`src/design/dbd_pkg.sv`:
```
`default_nettype none

package dbd_pkg;

    localparam int YEAR_W  = 14;
    localparam int MONTH_W = 4;
    localparam int DAY_W   = 5;
    localparam int ORD_W   = 23;
    localparam int DIFF_W  = 22;
    localparam int QY_W    = 8;
    localparam int MPART_W = 9;

    // days in the whole months before month m of a common year
    localparam logic [MPART_W-1:0] MONTH_START [16] = '{
        9'd0,   9'd0,   9'd31,  9'd59,  9'd90,  9'd120, 9'd151, 9'd181,
        9'd212, 9'd243, 9'd273, 9'd304, 9'd334, 9'd365, 9'd396, 9'd427
    };

    // March: first month that sees the leap day
    localparam logic [MONTH_W-1:0] MONTH_MARCH = 4'd3;

    // floor(y / 100) == (y * 5243) >> 19 for every 14-bit y
    localparam int DIV100_MUL   = 5243;
    localparam int DIV100_SHIFT = 19;
    localparam int DIV100_PW    = 27;

    typedef struct packed {
        logic s1;
        logic s2;
        logic s3;
    } t_stage_en;

endpackage

`default_nettype wire

```
`src/design/dbd_ordinal.sv`:
```
`default_nettype none

module dbd_ordinal #(
    parameter int YEAR_LIMIT = 9999
) (
    input  wire                              i_clk,
    input  dbd_pkg::t_stage_en               i_en,
    input  wire  [dbd_pkg::YEAR_W-1:0]       i_year,
    input  wire  [dbd_pkg::MONTH_W-1:0]      i_month,
    input  wire  [dbd_pkg::DAY_W-1:0]        i_day,
    output logic [dbd_pkg::ORD_W-1:0]        o_ordinal
);
    import dbd_pkg::*;

    localparam logic [15:0] LIMIT = 16'(YEAR_LIMIT);

    // stage 1: saturate the year, divide it by 100
    logic [YEAR_W-1:0]      y_sat;
    logic [DIV100_PW-1:0]   prod;
    logic [YEAR_W-1:0]      r_year;
    logic [QY_W-1:0]        r_qy;
    logic [MONTH_W-1:0]     r_month;
    logic [DAY_W-1:0]       r_day;

    always_comb begin
        if ({2'b00, i_year} > LIMIT) begin
            y_sat = LIMIT[YEAR_W-1:0];
        end else begin
            y_sat = i_year;
        end
        prod = DIV100_PW'(y_sat) * DIV100_PW'(DIV100_MUL);
    end

    always_ff @(posedge i_clk) begin
        if (i_en.s1) begin
            r_year  <= y_sat;
            r_qy    <= prod[DIV100_SHIFT +: QY_W];
            r_month <= i_month;
            r_day   <= i_day;
        end
    end

    // stage 2: leap flag, whole-year count and day-of-year
    logic                   ry_zero;
    logic                   y_zero;
    logic                   leap;
    logic [YEAR_W-1:0]      n_n;
    logic [QY_W-1:0]        n_q100n;
    logic [MPART_W-1:0]     n_mpart;
    logic [YEAR_W-1:0]      r_n;
    logic [QY_W-1:0]        r_q100n;
    logic [MPART_W-1:0]     r_mpart;

    always_comb begin
        ry_zero = (r_year == (YEAR_W'(r_qy) * YEAR_W'(100)));
        y_zero  = (r_year == '0);
        leap    = (r_year[1:0] == 2'b00) && (!ry_zero || (r_qy[1:0] == 2'b00));
        if (y_zero) begin
            n_n     = '0;
            n_q100n = '0;
        end else begin
            n_n     = r_year - YEAR_W'(1);
            n_q100n = r_qy - QY_W'(ry_zero);
        end
        n_mpart = MONTH_START[r_month]
                + MPART_W'((r_month >= MONTH_MARCH) && leap)
                + MPART_W'(r_day);
    end

    always_ff @(posedge i_clk) begin
        if (i_en.s2) begin
            r_n     <= n_n;
            r_q100n <= n_q100n;
            r_mpart <= n_mpart;
        end
    end

    // stage 3: closed form of the whole years plus the day-of-year
    logic [ORD_W-1:0] n_ord;
    logic [ORD_W-1:0] r_ord;

    always_comb begin
        n_ord = ORD_W'(r_n) * ORD_W'(365)
              + ORD_W'(r_n >> 2)
              - ORD_W'(r_q100n)
              + ORD_W'(r_q100n >> 2)
              + ORD_W'(r_mpart);
    end

    always_ff @(posedge i_clk) begin
        if (i_en.s3) begin
            r_ord <= n_ord;
        end
    end

    assign o_ordinal = r_ord;

endmodule

`default_nettype wire

```
`src/design/days_between_dates.sv`:
```
// Days between two proleptic Gregorian dates.
// Slave channel (s_axis_*): one request per date pair, packed in s_axis_tdata
// as first year, month, day, then second year, month, day from bit 0 up.
// Master channel (m_axis_*): one result per request, day difference in the
// low 22 bits of m_axis_tdata and the "second date is later" flag above it.
// Years above YEAR_LIMIT are clamped to YEAR_LIMIT; day and month values are
// not checked and simply add their share to each date's day count.
// Each request passes through three stages per date (divide by 100, leap
// and month sums, year closed form) and one compare stage. Throughput: one
// request per cycle while the output is not stalled.
// Each stage carries a valid bit and loads whenever it is empty or its
// successor moves, so bubbles close up under a stall and a stalled result
// holds in the output register while earlier stages keep filling.
// s_axis_tready only drops once all four stages hold a request.
// Reset (i_rst_n low, synchronous) empties the pipeline; data is not cleared.
`default_nettype none

module days_between_dates #(
    parameter int YEAR_LIMIT = 9999
) (
    input  wire         i_clk,
    input  wire         i_rst_n,
    input  wire         s_axis_tvalid,
    output logic        s_axis_tready,
    // first_year[13:0], first_month[17:14], first_day[22:18],
    // second_year[36:23], second_month[40:37], second_day[45:41], zero pad
    input  wire  [47:0] s_axis_tdata,
    output logic        m_axis_tvalid,
    input  wire         m_axis_tready,
    // day_difference[21:0], second_is_later[22], zero pad
    output logic [23:0] m_axis_tdata
);
    import dbd_pkg::*;

    // valid bit per stage: [0..2] ordinal stages, [3] output register
    logic [3:0] r_valid;
    logic [3:0] stage_rdy;
    logic [3:0] n_valid;
    t_stage_en  stage_en;

    // a stage loads when empty or when its successor takes its request
    always_comb begin
        stage_rdy[3] = !r_valid[3] || m_axis_tready;
        stage_rdy[2] = !r_valid[2] || stage_rdy[3];
        stage_rdy[1] = !r_valid[1] || stage_rdy[2];
        stage_rdy[0] = !r_valid[0] || stage_rdy[1];
        n_valid[0] = stage_rdy[0] ? s_axis_tvalid : r_valid[0];
        n_valid[1] = stage_rdy[1] ? r_valid[0]    : r_valid[1];
        n_valid[2] = stage_rdy[2] ? r_valid[1]    : r_valid[2];
        n_valid[3] = stage_rdy[3] ? r_valid[2]    : r_valid[3];
        stage_en.s1 = stage_rdy[0];
        stage_en.s2 = stage_rdy[1];
        stage_en.s3 = stage_rdy[2];
    end

    always_ff @(posedge i_clk) begin
        if (!i_rst_n) begin
            r_valid <= '0;
        end else begin
            r_valid <= n_valid;
        end
    end

    assign s_axis_tready = stage_rdy[0];

    // day ordinal of each date
    logic [ORD_W-1:0] ord_a;
    logic [ORD_W-1:0] ord_b;

    dbd_ordinal #(
        .YEAR_LIMIT (YEAR_LIMIT)
    ) u_ord_first (
        .i_clk     (i_clk),
        .i_en      (stage_en),
        .i_year    (s_axis_tdata[13:0]),
        .i_month   (s_axis_tdata[17:14]),
        .i_day     (s_axis_tdata[22:18]),
        .o_ordinal (ord_a)
    );

    dbd_ordinal #(
        .YEAR_LIMIT (YEAR_LIMIT)
    ) u_ord_second (
        .i_clk     (i_clk),
        .i_en      (stage_en),
        .i_year    (s_axis_tdata[36:23]),
        .i_month   (s_axis_tdata[40:37]),
        .i_day     (s_axis_tdata[45:41]),
        .o_ordinal (ord_b)
    );

    // output stage: compare and take the absolute difference
    logic              n_later;
    logic [ORD_W-1:0]  n_diff;
    logic              r_later;
    logic [DIFF_W-1:0] r_diff;

    always_comb begin
        n_later = (ord_b > ord_a);
        if (n_later) begin
            n_diff = ord_b - ord_a;
        end else begin
            n_diff = ord_a - ord_b;
        end
    end

    always_ff @(posedge i_clk) begin
        if (stage_rdy[3]) begin
            r_later <= n_later;
            r_diff  <= n_diff[DIFF_W-1:0];
        end
    end

    assign m_axis_tvalid = r_valid[3];
    assign m_axis_tdata  = {1'b0, r_later, r_diff};

`ifndef SYNTHESIS
    // back-pressure reaches the input only once every stage is occupied
    a_full_when_blocked: assert property (@(posedge i_clk) disable iff (!i_rst_n)
        !s_axis_tready |-> (r_valid == 4'b1111))
        else $error("input blocked with an empty stage");

    // an accepted request always lands in the first stage
    a_accept_lands: assert property (@(posedge i_clk) disable iff (!i_rst_n)
        (s_axis_tvalid && s_axis_tready) |=> r_valid[0])
        else $error("accepted request not held in first stage");

    // a full third ordinal stage whose successor is blocked keeps its request
    a_mid_hold: assert property (@(posedge i_clk) disable iff (!i_rst_n)
        (r_valid[2] && !stage_rdy[3]) |=> r_valid[2])
        else $error("stage 3 request dropped under stall");

    // the later flag never comes with a zero difference
    a_later_nonzero: assert property (@(posedge i_clk) disable iff (!i_rst_n)
        (m_axis_tvalid && r_later) |-> (r_diff != '0))
        else $error("later flag set on equal dates");
`endif

endmodule

`default_nettype wire
```
`config.mk`:
```
export PLATFORM = sky130hd
export DESIGN_NAME = days_between_dates
export DESIGN_NICKNAME = d
export VERILOG_FILES = /design/src/design/dbd_pkg.sv /design/src/design/dbd_ordinal.sv /design/src/design/days_between_dates.sv
export SDC_FILE = /design/constraint.sdc
export NUM_CORES = 1
export LEC_CHECK = 0
export BUFFER_PORTS_ARGS = -buffer_cell sky130_fd_sc_hd__buf_4
export CELL_PAD_IN_SITES_DETAIL_PLACEMENT = 0
export CELL_PAD_IN_SITES_GLOBAL_PLACEMENT = 2
export CORE_ASPECT_RATIO = 0.8
export CORE_MARGIN = 3
export CORE_UTILIZATION = 43
export CTS_BUF_LIST = sky130_fd_sc_hd__clkbuf_16
export CTS_CLUSTER_DIAMETER = 200
export CTS_CLUSTER_SIZE = 20
export DETAILED_ROUTE_END_ITERATION = 10
export PLACE_DENSITY_LB_ADDON = 0.1
export SETUP_SLACK_MARGIN = 0.02
export SLEW_MARGIN = 20
export SYNTH_ARGS = -nofsm -noshare
export SYNTH_HDL_FRONTEND = slang
export SYNTH_HIERARCHICAL = 1
export SYNTH_SLANG_ARGS = --single-unit
```
`constraint.sdc`:
```
create_clock -name i_clk -period 6.75 [get_ports i_clk]
set_input_delay 0.675 -clock i_clk [delete_from_list [all_inputs] [get_ports i_clk]]
set_output_delay 0.675 -clock i_clk [all_outputs]
set_load 0.05 [all_outputs]
```
**Word-level counts from Yosys, hierarchy flattened**

Memory sizes are Yosys's and may differ from the RTL's.
Cells that the tools add are included.

- Add/sub/neg operators: 18
- Multiply operators: 6
- Magnitude comparators: 7
- Eq/ne operators: 2
- Mux-type cells: 7
- Bitwise operators: 2
- Reduce and logical (&&, ||, !) cells: 22

Operators with widths:

| operator | count |
|---|---|
| 14-bit by 13-bit multiplier with 27-bit output (second input constant) | 2 |
| 23-bit by 12-bit adder with 23-bit output | 2 |
| 23-bit by 6-bit adder with 23-bit output | 2 |
| 23-bit by 9-bit adder with 23-bit output | 2 |
| 14-bit by 9-bit multiplier with 23-bit output (second input constant) | 2 |
| 23-bit by 8-bit subtractor with 23-bit output | 2 |
| 22-bit subtractor | 2 |
| 9-bit 2-to-1 mux | 4 |
| 14-bit == test | 2 |
| 14-bit > comparator (second input constant) | 2 |
| 14-bit zero test | 2 |
| 14-bit 2-to-1 mux | 2 |
| 14-bit by 1-bit subtractor with 14-bit output (second input constant) | 2 |
| 8-bit by 5-bit multiplier with 12-bit output (second input constant) | 2 |
| 23-bit > comparator | 1 |
| 22-bit 2-to-1 mux | 1 |
| 9-bit by 1-bit adder with 9-bit output | 2 |
| 9-bit by 5-bit adder with 9-bit output | 2 |
| 8-bit by 1-bit subtractor with 8-bit output | 2 |
| 5-bit >= comparator (second input constant) | 2 |
| 4-bit NOT with 5-bit output | 2 |
| 4-bit by 2-bit >= comparator with 1-bit output (second input constant) | 2 |
| 2-bit zero test | 4 |
| 1-bit zero test | 6 |
| 2 further kinds | 10 |

- Register bits: 197
- Memory bits (read-only): 288
- Bits of input ports: 52
- Output and inout bits: 26
- Logic and storage cells: 88
- Memories: 2

Memories:

| memory | words | bits a word | read ports | clocked after memory_dff | wr ports | RTL line | RTL |
|---|---|---|---|---|---|---|---|
| (name not given) | 16 | 9 | 1 | 0 | 0 | dbd_ordinal.sv:65 | `n_mpart = MONTH_START[r_month]` |
| (name not given) | 16 | 9 | 1 | 0 | 0 | dbd_ordinal.sv:65 |  |

**Depth between registers and ports, before layout**

Gate-level depths: netlist of the first run.

- Depth in word-level cells: 8
- Depth in mapped cells: 26
- Depth with buffers taken out: 24

**By module**

Netlist of the first run, hierarchy kept.

By module, submodules not included:

| module | times used | cells each | area each (um^2) | seq. area each (um^2) |
|---|---|---|---|---|
| dbd_ordinal (u_ord_second) | 1 | 1159 | 12079.1 | 2552.4 |
| dbd_ordinal (u_ord_first) | 1 | 1139 | 12057.8 | 2552.4 |
| days_between_dates | 1 | 388 | 3246.9 | 770.7 |

**Worst setup path after synthesis of the first run**

No wires, ideal clock.

- Kind: input-to-reg
- From: input s_axis_tdata[7]
- To: register u_ord_first.r_qy[6], data pin
- Setup time: 0.260 ns
- Data arrival time: 5.533 ns
- Required time: 6.490 ns
- Setup slack: 0.957 ns
- Stages on the path: 24
- Path buffers: 3
- Path through: buf_2 -> nor4_1 -> nor2_1 -> nor3_2 -> or2b_1 -> clkbuf_1 -> buf_4 -> nand2_1 -> ha_1 -> ha_1 -> inv_1 -> fa_1 -> inv_1 -> fa_1 -> inv_1 -> fa_1 -> inv_1 -> ha_1 -> a21o_1 -> a31o_1 -> a2111oi_4 -> a211oi_2 -> nor3_1 -> xnor2_1

- Cells in the longest elaborated chain, start to end: 3

Ends and longest elaborated chain:

| element | RTL line | RTL |
|---|---|---|
| from (decl) | days_between_dates.sv:27 | `input wire [47:0] s_axis_tdata,` |
| 14-bit > comparator | dbd_ordinal.sv:26 | `if ({2'b00, i_year} > LIMIT) begin` |
| 14-bit 2-to-1 mux * | dbd_ordinal.sv:26 |  |
| 14-bit by 13-bit multiplier with 27-bit output * | dbd_ordinal.sv:31 | `prod = DIV100_PW'(y_sat) * DIV100_PW'(DIV100_MUL);` |
| via u_ord_first.prod[25] | dbd_ordinal.sv:19 | `logic [DIV100_PW-1:0] prod;` |
| to (signal assigned) | dbd_ordinal.sv:37 | `r_qy <= prod[DIV100_SHIFT +: QY_W];` |
| to (decl) | dbd_ordinal.sv:21 | `logic [QY_W-1:0] r_qy;` |

The timed path passes the listed nets; every way through them passes the cells marked *.
A chain may end at the register's enable or synchronous reset.

**Worst setup path after layout of the first run**

- From: input s_axis_tdata[28]
- To: register u_ord_second.r_qy[5], data pin

- Cells in the longest elaborated chain, start to end: 3

Ends and longest elaborated chain:

| element | RTL line | RTL |
|---|---|---|
| 14-bit > comparator | dbd_ordinal.sv:26 |  |
| 14-bit 2-to-1 mux | dbd_ordinal.sv:26 |  |
| via u_ord_second.y_sat[8] | dbd_ordinal.sv:18 | `logic [YEAR_W-1:0] y_sat;` |
| 14-bit by 13-bit multiplier with 27-bit output | dbd_ordinal.sv:31 |  |
| via u_ord_second.prod[24] | dbd_ordinal.sv:19 |  |
| to (signal assigned) | dbd_ordinal.sv:37 |  |
| to (decl) | dbd_ordinal.sv:21 |  |

The timed path passes the listed nets, and every way through them passes these cells.

==> flow_metrics.py, run 1 <==
metrics = {
    "logic_synthesis": {
        "synth-edff-count": 193,
        "ys_types": 92,
        "yosys_warnings": 6,
        "netlist.area_leader.share_pct": 22.8,
        "async_reset_ff_share_pct": 0,
        "ys_ff_latch": 197,
        "netlist_instances": 2686,
        "synth-main-ff-cell": "edfxtp_1",
        "synth_top_area_cell": "ha_1",
        "synthTopCellsByArea": "ha_1 23%, fa_1 22%, edfxtp_1 21%",
        "yosysSeqAreaShare_pct": 21.5,
        "syn_area_per_cell_um2": 10.2,
        "syn_area_um2": 27400,
        "syn_nets": 3532,
    },
    "clock_network": {
        "cts_buffers": 17,
        "cts_tree": "yes",
        "htreeDepth": 4,
        "clockRootBuffer": "clkbuf_16",
        "cts.path.max_buffers": 2,
        "cts_num_sinks": 197,
        "post_cts_buffers": 0,
        "clock_latency_ns": 0.51,
        "path_clk_slew_ns": 0.08,
        "cts_hold_buf": 0,
        "cts.repair.resized": 0,
    },
    "worst_setup_path": {
        "path_class": "primary input to flop",
        "worst-path-buf-inv": 3,
        "path_max_fanout": 11,
        "reg2reg_depth": 15,
        "crit_chain": "buf_4, nor4_1, nor2_1, nor3_1, nand2b_1, nand2b_1, and2_1, fa_1, fa_1, fa_1, inv_1, fa_1, inv_1, ha_1, a21oi_1, o21a_1, o22a_1, and3_1, a31o_2, nand2_1, o311ai_1",
        "slowest_delay_ns": 0.57,
        "rr_startpoint": "u_ord_second/r_n[5]",
        "rrSetupSlack_ns": 1.19,
        "crit_top_cell": "fa_1",
        "critPathArrivalTime_ns": 6.08,
        "worst_path_max_delay_cell": "fa_1",
        "critPathLaunchType": "primary input",
        "r2r_end": "u_ord_second/o_ordinal[21]",
        "worstPathRequired_ns": 7.06,
        "cp_top_family": "adder cells",
        "critPathCaptureType": "flop",
    },
    "final_layout": {
        "drive_gt1_share_pct": 6.01,
        "final_cell_mix": "564 x inv_1, 498 x ha_1, 296 x fa_1, 193 x edfxtp_1",
        "final_common_cell": "inv_1",
        "nFillCells": 6006,
        "syn_to_final_growth_pct": 7.49,
        "antennaDiodeCount": 0,
        "nNetsFinal": 3578,
    },
    "route": {
        "drc": 0,
        "drt_pass1_iterations": 5,
        "routedWlPerCell_um": 17.2,
        "vias": 17700,
        "vias_per_cell": 4.94,
        "drt_iter0_drc": 941,
        "ant_nets": 0,
        "routed_wl_mm": 61.6,
    },
    "timing": {
        "fin_crit_ns": 5.77,
        "finalHoldViolCount": 0,
        "drv_slew": 0,
        "setup_tns_ns": 0,
        "fin_crit_sh_pct": 85.4,
        "fin_skew_ns": 0.0116,
        "max_freq_ghz": 0.173,
        "setup_viol": 0,
        "rsz0062_at_grt": "no",
        "max-slew-margin-rel_pct": 37.4,
        "tightest_slew_ns": 0.936,
    },
    "grt": {
        "grt_pass1_wl_mm": 102,
        "grt_overflow": 0,
        "antenna_found_initial": 2,
        "grt_pass1_vias": 18700,
        "grt.total_usage_pct": 19.4,
        "grt_max_degree": 63,
    },
    "min_path": {
        "hp-class": "primary input to flop",
        "min_to": "u_ord_second/r_month[1]",
        "holdPathStages": 1,
        "hp-start": "s_axis_tdata[38]",
    },
    "floorplan": {
        "row_count": 82,
        "io_pins": 78,
        "core_um2": 62800,
        "die_w_um": 288,
        "start_util_pct": 43.6,
        "fp.dieH_um": 232,
        "die_area_um2": 66800,
    },
    "outcome": {
        "status": "completed",
    },
    "placement": {
        "io_buffers": 74,
        "hpwl_mm": 53.4,
        "gp_congestion": 0.854,
    },
    "flow_run": {
        "cap_violations": 0,
    },
}
## routing by layer
layer	vias up	GRT usage (%)	wire, µm
met5	-	0	0
met4	0	3.88	705
met3	41	2.24	1430
met2	219	29.9	26900
met1	8514	29.6	32600
li1	8937	-	-
## synthesized netlist by cell type, drive strengths merged (31+ instances only)
cell type,number
inv,565
ha,498
fa,296
edfxtp,193
nor2,136
xnor2,135
a21oi,133
nand2,106
o21ai,57
xor2,57
a21o,47
buf,34
nand3,31
## kinds of logic (layout without fill, tap and decap cells)
group,count (synthesis),in the layout,share of synthesized area [%]
AO/OA/AOI/OAI,366,366,8.82
XOR/XNOR,192,192,6.14
adder cells (fa/ha/maj),794,794,44.4
buffers and inverters,625,684,8.85
flip-flops,197,197,21.5
multiplexers,34,34,1.49
other,1,1,0.0137
AND/OR/NAND/NOR,477,477,8.83
## registers in the layout, summed over array words and instances (netlist names), 5 cells and up
register,flops
u_ord_first/r_qy,8
u_ord_second/r_qy,8
u_ord_first/r_day,5
u_ord_first/o_ordinal,23
u_ord_second/o_ordinal,23
u_ord_second/r_mpart,9
u_ord_second/r_q100n,8
u_ord_first/r_n,14
u_ord_second/r_year,14
u_ord_second/r_day,5
u_ord_second/r_n,14
u_ord_first/r_q100n,8
u_ord_first/r_mpart,9
r_diff,22
u_ord_first/r_year,14
## metrics by stage
stage	utilization [%]	worst slack, ns	cell area, µm²	hold WS, ns	cells
detailed placement	45.9	0.425	28800	0.478	3553
CTS	46.9	0.972	29400	0.298	3585
global placement	45.9	0.479	28800	0.467	3553
floorplan	-	0.957	27400	0.450	2686
finish	46.9	0.984	29400	0.342	3585
global route	46.9	0.545	29400	0.311	3585
## cell type report
| cell class | count | area (µm²) | share of cell area [%] |
|---|---|---|---|
| Timing Repair Buffer | 87 | 653 | 2.22 |
| Clock buffer | 17 | 425 | 1.45 |
| Clock inverter | 15 | 208 | 0.706 |
| Multi-Input combinational cell | 1864 | 19100 | 64.9 |
| Inverter | 565 | 2120 | 7.21 |
| Sequential cell | 197 | 5880 | 20.0 |
| Tap cell | 840 | 1050 | 3.57 |
## worst reg2reg max path, stage by stage, from the launching register on
cell and delay, ns:
edfxtp_1 0.59, fa_1 0.56, fa_1 0.50, inv_1 0.05, fa_1 0.50, inv_1 0.05
fa_1 0.55, fa_1 0.42, ha_1 0.34, a21oi_1 0.18, nor2b_1 0.09, o31a_1 0.35
o31ai_4 0.25, o21ba_2 0.22, mux2i_1 0.08, or4_1 0.57
## worst max path at each step
stage                                end              from  cells after the start
floorplan            u_ord_first/r_qy[6]   s_axis_tdata[7]                     24
global placement    u_ord_second/r_qy[5]  s_axis_tdata[27]                     21
detailed placement   u_ord_first/r_qy[6]   s_axis_tdata[6]                     21
CTS                  u_ord_first/r_qy[6]   s_axis_tdata[6]                     21
global route         u_ord_first/r_qy[7]   s_axis_tdata[6]                     24
finish              u_ord_second/r_qy[5]  s_axis_tdata[28]                     21
Power of run 1 is left out: the tool's default activity adds up to more than one toggle a clock period on the data nets, which glitch-free logic cannot reach.
==> inputs of run 2 (changes only) <==
Settings changed: BUFFER_PORTS_ARGS -buffer_cell sky130_fd_sc_hd__buf_4 to default, CORE_UTILIZATION 43 to 44, DONT_BUFFER_PORTS from default to 1.
==> flow_metrics.py, run 2 (synthesis results as in run 1) <==
metrics = {
    "floorplan": {
        "die_w_um": 285,
        "start_util_pct": 44.7,
        "die_area_um2": 65300,
        "core_um2": 61300,
        "row_count": 81,
        "fp.dieH_um": 229,
        "io_pins": 78,
    },
    "timing": {
        "fin_crit_sh_pct": 85.1,
        "fin_ws_ns": 1.01,
        "finalHoldViolCount": 0,
        "rsz0062_at_grt": "no",
        "max-slew-margin-rel_pct": 30.3,
        "drv_slew": 0,
        "fin_crit_ns": 5.74,
        "fin_skew_ns": 0.0153,
        "max_freq_ghz": 0.174,
        "tightest_slew_ns": 1.04,
        "setup_viol": 0,
        "setup_tns_ns": 0,
    },
    "route": {
        "drt_pass1_iterations": 6,
        "vias_per_cell": 4.95,
        "drt_iter0_drc": 766,
        "ant_nets": 0,
        "routedWlPerCell_um": 17.2,
        "vias": 17300,
        "drc": 0,
        "routed_wl_mm": 60.0,
    },
    "min_path": {
        "hp-class": "primary input to flop",
        "hp-start": "s_axis_tdata[37]",
    },
    "clock_network": {
        "cts.repair.resized": 0,
        "cts.path.max_buffers": 2,
        "cts_num_sinks": 197,
        "cts_buffers": 17,
        "cts_tree": "yes",
        "post_cts_buffers": 0,
        "clockRootBuffer": "clkbuf_16",
        "clock_latency_ns": 0.49,
        "htreeDepth": 4,
        "cts_hold_buf": 0,
        "path_clk_slew_ns": 0.08,
    },
    "final_layout": {
        "drive_gt1_share_pct": 3.15,
        "nNetsFinal": 3498,
        "syn_to_final_growth_pct": 5.20,
        "antennaDiodeCount": 0,
        "final_common_cell": "inv_1",
        "ff_latch_area_um2": 5880,
        "layoutNonFillerInstCount": 3495,
        "final_cell_area_um2": 28800,
        "final_cell_mix": "565 x inv_1, 498 x ha_1, 296 x fa_1, 193 x edfxtp_1",
        "multiInputGateArea_um2": 19100,
        "nFillCells": 5831,
    },
    "placement": {
        "io_buffers": 0,
        "place_inst": 3463,
        "gp_congestion": 0.839,
        "place_ws_ns": 0.472,
        "placed_cell_area_um2": 28200,
        "hpwl_mm": 52.2,
    },
    "worst_setup_path": {
        "path_class": "primary input to flop",
        "critPathCaptureType": "flop",
        "rr_startpoint": "u_ord_second/r_n[5]",
        "critPathLaunchType": "primary input",
        "worstPathRequired_ns": 7.07,
        "path_max_fanout": 23,
        "critPathArrivalTime_ns": 6.06,
        "crit_path_start": "s_axis_tdata[7]",
    },
    "outcome": {
        "status": "completed",
    },
    "grt": {
        "grt_overflow": 0,
        "grt_max_degree": 64,
        "grt_pass1_vias": 18200,
        "antenna_found_initial": 0,
        "grt.total_usage_pct": 19.2,
        "grt_pass1_wl_mm": 99.3,
    },
    "flow_run": {
        "cap_violations": 0,
    },
}
[run 2: changes by cell type in the layout (fill, tap and decap cells not counted)]
cell and delta:
clkinvlp_4 +1, inv_8 +1, inv_1 +1, clkinv_4 -1, buf_12 +1, clkinv_8 -3
inv_6 +1, buf_4 -81
[run 2: layout make-up]
cell class / instances / area share [%]
well taps: 830 / 3.60
clock inverters: 15 / 0.630
flip-flops and latches: 197 / 20.4
multi-input cells: 1864 / 66.3
inverters: 565 / 7.36
repair buffers: 7 / 0.226
clock buffers: 17 / 1.48
[run 2: final timing paths]
check                                     to  slack [ns]  cells past startpoint
hold reg to reg                   r_valid[2]        0.50                      2
hold / removal       u_ord_second/r_month[0]        0.27                      0
setup / recovery         u_ord_first/r_qy[7]        1.01                     20
setup reg to reg  u_ord_second/o_ordinal[17]        1.23                     15
[run 2: stage by stage]
stage | hold WS, ns | utilization (%)
detailed placement | 0.481 | 46.0
global placement | 0.471 | 46.0
global route | 0.226 | 47.0
floorplan | 0.450 | -
finish | 0.272 | 47.0
CTS | 0.230 | 47.0
[run 2: per-layer routing]
layer	up-vias	share of wire [%]	GRT usage (%)	routed length, µm
met5	-	0	0	0
met4	0	1.2	3.71	698
met3	35	2.1	2.73	1270
met2	160	44	29.6	26200
met1	8336	53	29.0	31800
li1	8771	-	-	-
[run 2: critical path, stage by stage]
cell and delay (ns):
nor4_1 0.37, nor2_1 0.11, nor3_2 0.14, or2b_1 0.31, buf_12 0.20, nand2b_1 0.22, and2_1 0.24, ha_1 0.36
fa_1 0.53, fa_1 0.54, inv_1 0.05, fa_1 0.52, inv_1 0.04, ha_1 0.30, a21o_1 0.18, a31o_1 0.27
a2111oi_4 0.37, a211oi_2 0.17, o211a_1 0.26, nor3_1 0.19
Power of run 2 is left out for the same reason.
